<file path="src/rtl/ijmt_pkg.sv">
// shared types and constants for the interpolated joint motion time block
// no dependencies
`timescale 1ns / 1ps

package ijmt_pkg;

  localparam int TIME_W     = 25;
  localparam int ANGLE_W    = 16;
  localparam int DIST_W     = 16;
  localparam int STEP_W     = 15;
  localparam int ROWS_W     = 7;
  localparam int ROW_W      = 6;
  localparam int JOINT_W    = 3;
  localparam int QUO_W      = 25;
  localparam int PROD_W     = 41;
  localparam int CNT_W      = 5;
  localparam int CFG_IDX_W  = 1;
  localparam int CFG_DATA_W = 15;

  localparam logic [STEP_W-1:0] STEP_RESET = STEP_W'(256);
  localparam logic [ROWS_W-1:0] ROWS_RESET = '0;
  localparam int                TWO_PI_Q12 = 25736;

  localparam logic [CNT_W-1:0] DIV1_STEPS = CNT_W'(STEP_W);
  localparam logic [CNT_W-1:0] DIV2_STEPS = CNT_W'(QUO_W);

  localparam logic signed [TIME_W-1:0] TIME_NONE = '1;
  localparam logic signed [TIME_W-1:0] TIME_MAX  = {1'b0, {(TIME_W-1){1'b1}}};
  localparam logic signed [TIME_W-1:0] TIME_MIN  = {1'b1, {(TIME_W-1){1'b0}}};

  typedef enum logic [1:0] {
    ST_OK,
    ST_NO_TABLE,
    ST_RANGE,
    ST_COARSE
  } status_t;

  typedef enum logic {
    FN_WRITE,
    FN_QUERY
  } func_t;

  typedef enum logic [CFG_IDX_W-1:0] {
    CFG_STEP_SIZE,
    CFG_ROWS_LOADED
  } cfg_idx_t;

  typedef enum logic [3:0] {
    S_IDLE,
    S_WRITE,
    S_ABS,
    S_CHECK,
    S_DIV1,
    S_IDX,
    S_RD1,
    S_MUL,
    S_ROUND,
    S_DIV2,
    S_SAT,
    S_ACCUM
  } ctrl_state_t;

  typedef struct packed {
    logic load;
    logic wr;
    logic absd;
    logic check;
    logic idx;
    logic rd1;
    logic mul;
    logic round;
    logic sat;
    logic accum;
  } cmd_t;

  typedef struct packed {
    logic early_fail;
    logic idx_fail;
    logic div_last;
  } stat_t;

endpackage

</file>
<file path="src/rtl/ijmt_ctrl.sv">
// controller state machine sequencing writes and joint queries
// depends on ijmt_pkg
`timescale 1ns / 1ps

module ijmt_ctrl (
  input  logic            clk,
  input  logic            rst_n,
  input  logic            start,
  input  logic            in_func,
  input  ijmt_pkg::stat_t stat,
  output ijmt_pkg::cmd_t  cmd,
  output logic            busy
);
  import ijmt_pkg::*;

  ctrl_state_t state_r, state_nxt;

  always_ff @(posedge clk) begin
    if (!rst_n) begin
      state_r <= S_IDLE;
    end else begin
      state_r <= state_nxt;
    end
  end

  always_comb begin
    state_nxt = state_r;
    case (state_r)
      S_IDLE: begin
        if (start) begin
          state_nxt = (in_func == FN_QUERY) ? S_ABS : S_WRITE;
        end
      end
      S_WRITE: state_nxt = S_IDLE;
      S_ABS:   state_nxt = S_CHECK;
      S_CHECK: state_nxt = stat.early_fail ? S_ACCUM : S_DIV1;
      S_DIV1:  state_nxt = stat.div_last ? S_IDX : S_DIV1;
      S_IDX:   state_nxt = stat.idx_fail ? S_ACCUM : S_RD1;
      S_RD1:   state_nxt = S_MUL;
      S_MUL:   state_nxt = S_ROUND;
      S_ROUND: state_nxt = S_DIV2;
      S_DIV2:  state_nxt = stat.div_last ? S_SAT : S_DIV2;
      S_SAT:   state_nxt = S_ACCUM;
      S_ACCUM: state_nxt = S_IDLE;
      default: state_nxt = S_IDLE;
    endcase
  end

  always_comb begin
    cmd  = '0;
    busy = 1'b1;
    case (state_r)
      S_IDLE: begin
        busy     = 1'b0;
        cmd.load = start;
      end
      S_WRITE: cmd.wr    = 1'b1;
      S_ABS:   cmd.absd  = 1'b1;
      S_CHECK: cmd.check = 1'b1;
      S_IDX:   cmd.idx   = 1'b1;
      S_RD1:   cmd.rd1   = 1'b1;
      S_MUL:   cmd.mul   = 1'b1;
      S_ROUND: cmd.round = 1'b1;
      S_SAT:   cmd.sat   = 1'b1;
      S_ACCUM: cmd.accum = 1'b1;
      default: ;
    endcase
  end

endmodule

</file>
<file path="config.mk">
export PLATFORM = sky130hd
export DESIGN_NAME = ijmt_ctrl
export DESIGN_NICKNAME = d
export VERILOG_FILES = /design/src/rtl/ijmt_pkg.sv /design/src/rtl/ijmt_ctrl.sv
export SDC_FILE = /design/constraint.sdc
export NUM_CORES = 1
export LEC_CHECK = 0
export ABC_AREA = 1
export BUFFER_PORTS_ARGS = -buffer_cell sky130_fd_sc_hd__buf_2
export CAP_MARGIN = 10
export CORE_AREA = 4 4 41 43
export DETAILED_ROUTE_END_ITERATION = 6
export DIE_AREA = 0 0 45 47
export GPL_ROUTABILITY_DRIVEN = 0
export PLACE_DENSITY = 0.48
export SLEW_MARGIN = 5
export SYNTH_ARGS = -nofsm -noshare
export SYNTH_HDL_FRONTEND = slang
export SYNTH_SLANG_ARGS = --single-unit
</file>
<file path="constraint.sdc">
create_clock -name clk -period 2.6 [get_ports clk]
set_input_delay 0.52 -clock clk [delete_from_list [all_inputs] [get_ports clk]]
set_output_delay 0.52 -clock clk [all_outputs]
set_load 0.02 [all_outputs]
</file>
# Word-level counts from Yosys, hierarchy flattened
# Cells that the tools add are included.
# Widths: inputs -> output; s select.
# totals
ff_bits	4
in_bits	7
# classes
n_eq_ne	12
n_mux	18
reduce_logical	1
# ops
operator	n
$pmux 4 s10	1
$eq 4x3->1 const B	4
$eq 4x4->1 const B	4
$mux 1	12
$mux 4	3
$eq 4x2->1 const B	2
$eq 4x1->1 const B	1
$logic_not 4->1	1
$mux 2	2
$ne 2x2->1 const B	1

# Logic depth before layout (Yosys ltp)
# depth
ltp_word	3
depth_mapped	8
ltp_nobuf	8

# Worst setup path before layout
# OpenSTA, ideal clock, no wires.
# synth_path
path_type	register to output
from	reg state_r[0]
to	out cmd[9] (netlist name)
arrival_ns	1.132
setup_slack_ns	0.948
n_path_buf	0
t_required_ns	2.080
stages_incl_launch_ff	6
cell_sequence	dfxtp_1 -> nor2_1 -> inv_1 -> nor2_2 -> inv_1 -> nor2_1
# synth_lines
element	line	rtl
start: declaration	ijmt_ctrl.sv:16	ctrl_state_t state_r, state_nxt;
start signal: assignment	ijmt_ctrl.sv:22	state_r <= state_nxt;
end: declaration	ijmt_ctrl.sv:11	output ijmt_pkg::cmd_t cmd,

==> flow_summary.json <==
{
  "p_leak_uw": 0.000321,
  "finalInstanceArea_um2": 488,
  "fin_crit_ps": 1850,
  "synthTopCellsByCount": "nor2_1 (24), nand2_1 (21), inv_1 (15), nand3_1 (7), dfxtp_1 (4)",
  "cts_tree": "built",
  "wl_um": 964,
  "postCtsSetupBuffers": 0,
  "dieArea_mm2": 0.00212,
  "crit_type": "reg2out",
  "ys_warn_count": 0,
  "worst_ep_arrival_time_ps": 1330,
  "hold_buffers": 0,
  "p_int_uw": 155,
  "rows": 13,
  "utilization": 0.375,
  "vias": 468,
  "n_fill_cell": 159,
  "clockPowerShare": 0.291,
  "grt_antenna_before_repair": 0,
  "dp_hpwl_um": 854,
  "finalCritPeriodShare": 0.711,
  "drc": 0,
  "p_seq_frac": 0.291,
  "synth_ff_type": "dfxtp_1",
  "cts_max_path_buffers": 2,
  "hp-class": "in2reg",
  "grt.total_usage": 0.0972,
  "yosysTopAreaCell": "nor2_1",
  "grt.overflow.total": 0,
  "pin_count": 18,
  "slew_violations": 0,
  "placed_area_um2": 465,
  "yosysSeqAreaShare": 0.221,
  "syn_nets": 82,
  "drt-initial-drc-count": 13,
  "wl_met3_um": 67,
  "area_delta_synth_final_pct": 34.9,
  "port_buffers": 17,
  "detail_route.wl_per_cell_um": 8.76,
  "wl_met1_um": 437,
  "cp-end-kind": "output port",
  "synthTopCellsByArea": "nor2_1 (25%), dfxtp_1 (22%), nand2_1 (22%)",
  "drv_cap": 0,
  "run_status": "complete, no violations",
  "synth.distinct_cells": 8,
  "grt_pass1_vias": 396,
  "finClkSkew_ps": 6.68,
  "route.met2.wl_um": 458,
  "peakVddDrop_mv": 0.280,
  "final_hold_viol_count": 0,
  "synthesis.area_um2": 362,
  "fmax_ghz": 0.541,
  "tns_ps": 0,
  "sw_frac_of_total": 0.392,
  "fp.dieW_um": 45,
  "switchingPower_uw": 100,
  "max_slew_margin": 0.841,
  "power.density_mw_per_mm2": 524,
  "async_flop_share": 0,
  "core-area_mm2": 0.00130,
  "required_ps": 2080,
  "ys_ff_latch": 4,
  "dr.pass1.iters": 4,
  "top_layer_used": "met3",
  "viasPerCell": 4.25,
  "power_frac_comb": 0.418,
  "htreeDepth": 1,
  "top_regs": "state_r (4)",
  "syn_avg_cell_area_um2": 4.82,
  "grt_max_degree": 6,
  "yosysMostFrequentCell": "nor2_1",
  "synthCells": 75,
  "largest_reg_flops": 4,
  "cts_made_buffers": 3,
  "n_antenna_cell": 0,
  "largest_register": "state_r",
  "root_buffer": "clkbuf_4",
  "fin_nets": 104,
  "cts.repair.resized": 0,
  "r2r_slack_ps": 1420,
  "cts.clk_slew.worst_paths_ps": 40,
  "layout-drive-gt1-share": 0.221,
  "die_y_um": 47,
  "synth.top_cell.area_share": 0.249,
  "clock_latency_ps": 230,
  "cp_max_fo": 5,
  "ant_nets": 0,
  "cts.sinks": 4,
  "rsz0062_at_grt": "false",
  "critPathLaunchType": "flip-flop",
  "grt_pass1_wl_mm": 1.48,
  "initial_core_util": 0.278,
  "synth_edf_count": 0,
  "setup_viol": 0,
  "worst_slew_pin_slew_ps": 237
}
[metrics by stage]
stage | setup WS, ps | total power, µW | cells | hold WS [ps]
after floorplan | 948 | 152 | 75 | 569
after detailed placement | 990 | 183 | 107 | 618
after global placement | 980 | 187 | 107 | 616
after CTS | 738 | 260 | 110 | 558
final | 752 | 256 | 110 | 559
after global routing | 613 | 281 | 110 | 574
[placed cells by master, fill, tap and decap left out]
cell      netlist  routed
dfxtp_1         4       4
nor2_1         24      24
nand2_1        21      21
inv_1          15      15
nand3_1         7       7
o21ai_0         1       1
buf_2           0      17
nor2_2          1       1
clkbuf_4        0       3
a21oi_1         2       2
[path summary, 6_finish.rpt]
check	start	to	cells after the start
setup reg to reg	state_r[0]$_SDFFE_PN0P_	state_r[1]$_SDFFE_PN0P_	7
hold reg to reg	state_r[0]$_SDFFE_PN0P_	state_r[2]$_SDFFE_PN0P_	3
hold / removal	rst_n	state_r[3]$_SDFFE_PN0P_	3
setup / recovery	state_r[0]$_SDFFE_PN0P_	cmd[9]	6
[critical path, cell delays in order, from the launching register on]
cell     delay, ps
dfxtp_1        340
nor2_1         230
inv_1           80
nor2_2         150
inv_1           70
nor2_1          80
buf_2          160
[area by class of cell]
| type | count | area (µm²) | share of cell area |
|---|---|---|---|
| repair buffers | 17 | 85.1 | 0.174 |
| inverters | 15 | 56.3 | 0.115 |
| flip-flops and latches | 4 | 80.1 | 0.164 |
| clock buffers | 3 | 22.5 | 0.0462 |
| multi-input cells | 56 | 225 | 0.462 |
| well taps | 15 | 18.8 | 0.0385 |
[metal layers]
layer | global-route usage | vias to the layer above
li1 | - | 262
met1 | 0.105 | 195
met2 | 0.167 | 11
met3 | 0.0460 | 0
met4 | 0.0351 | 0
met5 | 0 | -
[logic make-up (layout without fill, tap and decap cells)]
family	count (synthesis)	in the layout	synth area share
AOI/OAI and AO/OA	3	3	0.0415
DFF	4	4	0.221
buffers and inverters	15	35	0.156
and+or+nand+nor	53	53	0.581
[power groups by stage]
stage | logic, µW | clock network, µW | registers [µW]
global route | 121 | 84.9 | 75.5
finish | 107 | 74.4 | 74.3
CTS | 108 | 77.7 | 73.9
global placement | 112 | 0 | 75.0
floorplan | 78.0 | 0 | 73.8
detailed placement | 108 | 0 | 74.8
Note: power is estimated with default switching activity, not from simulation.
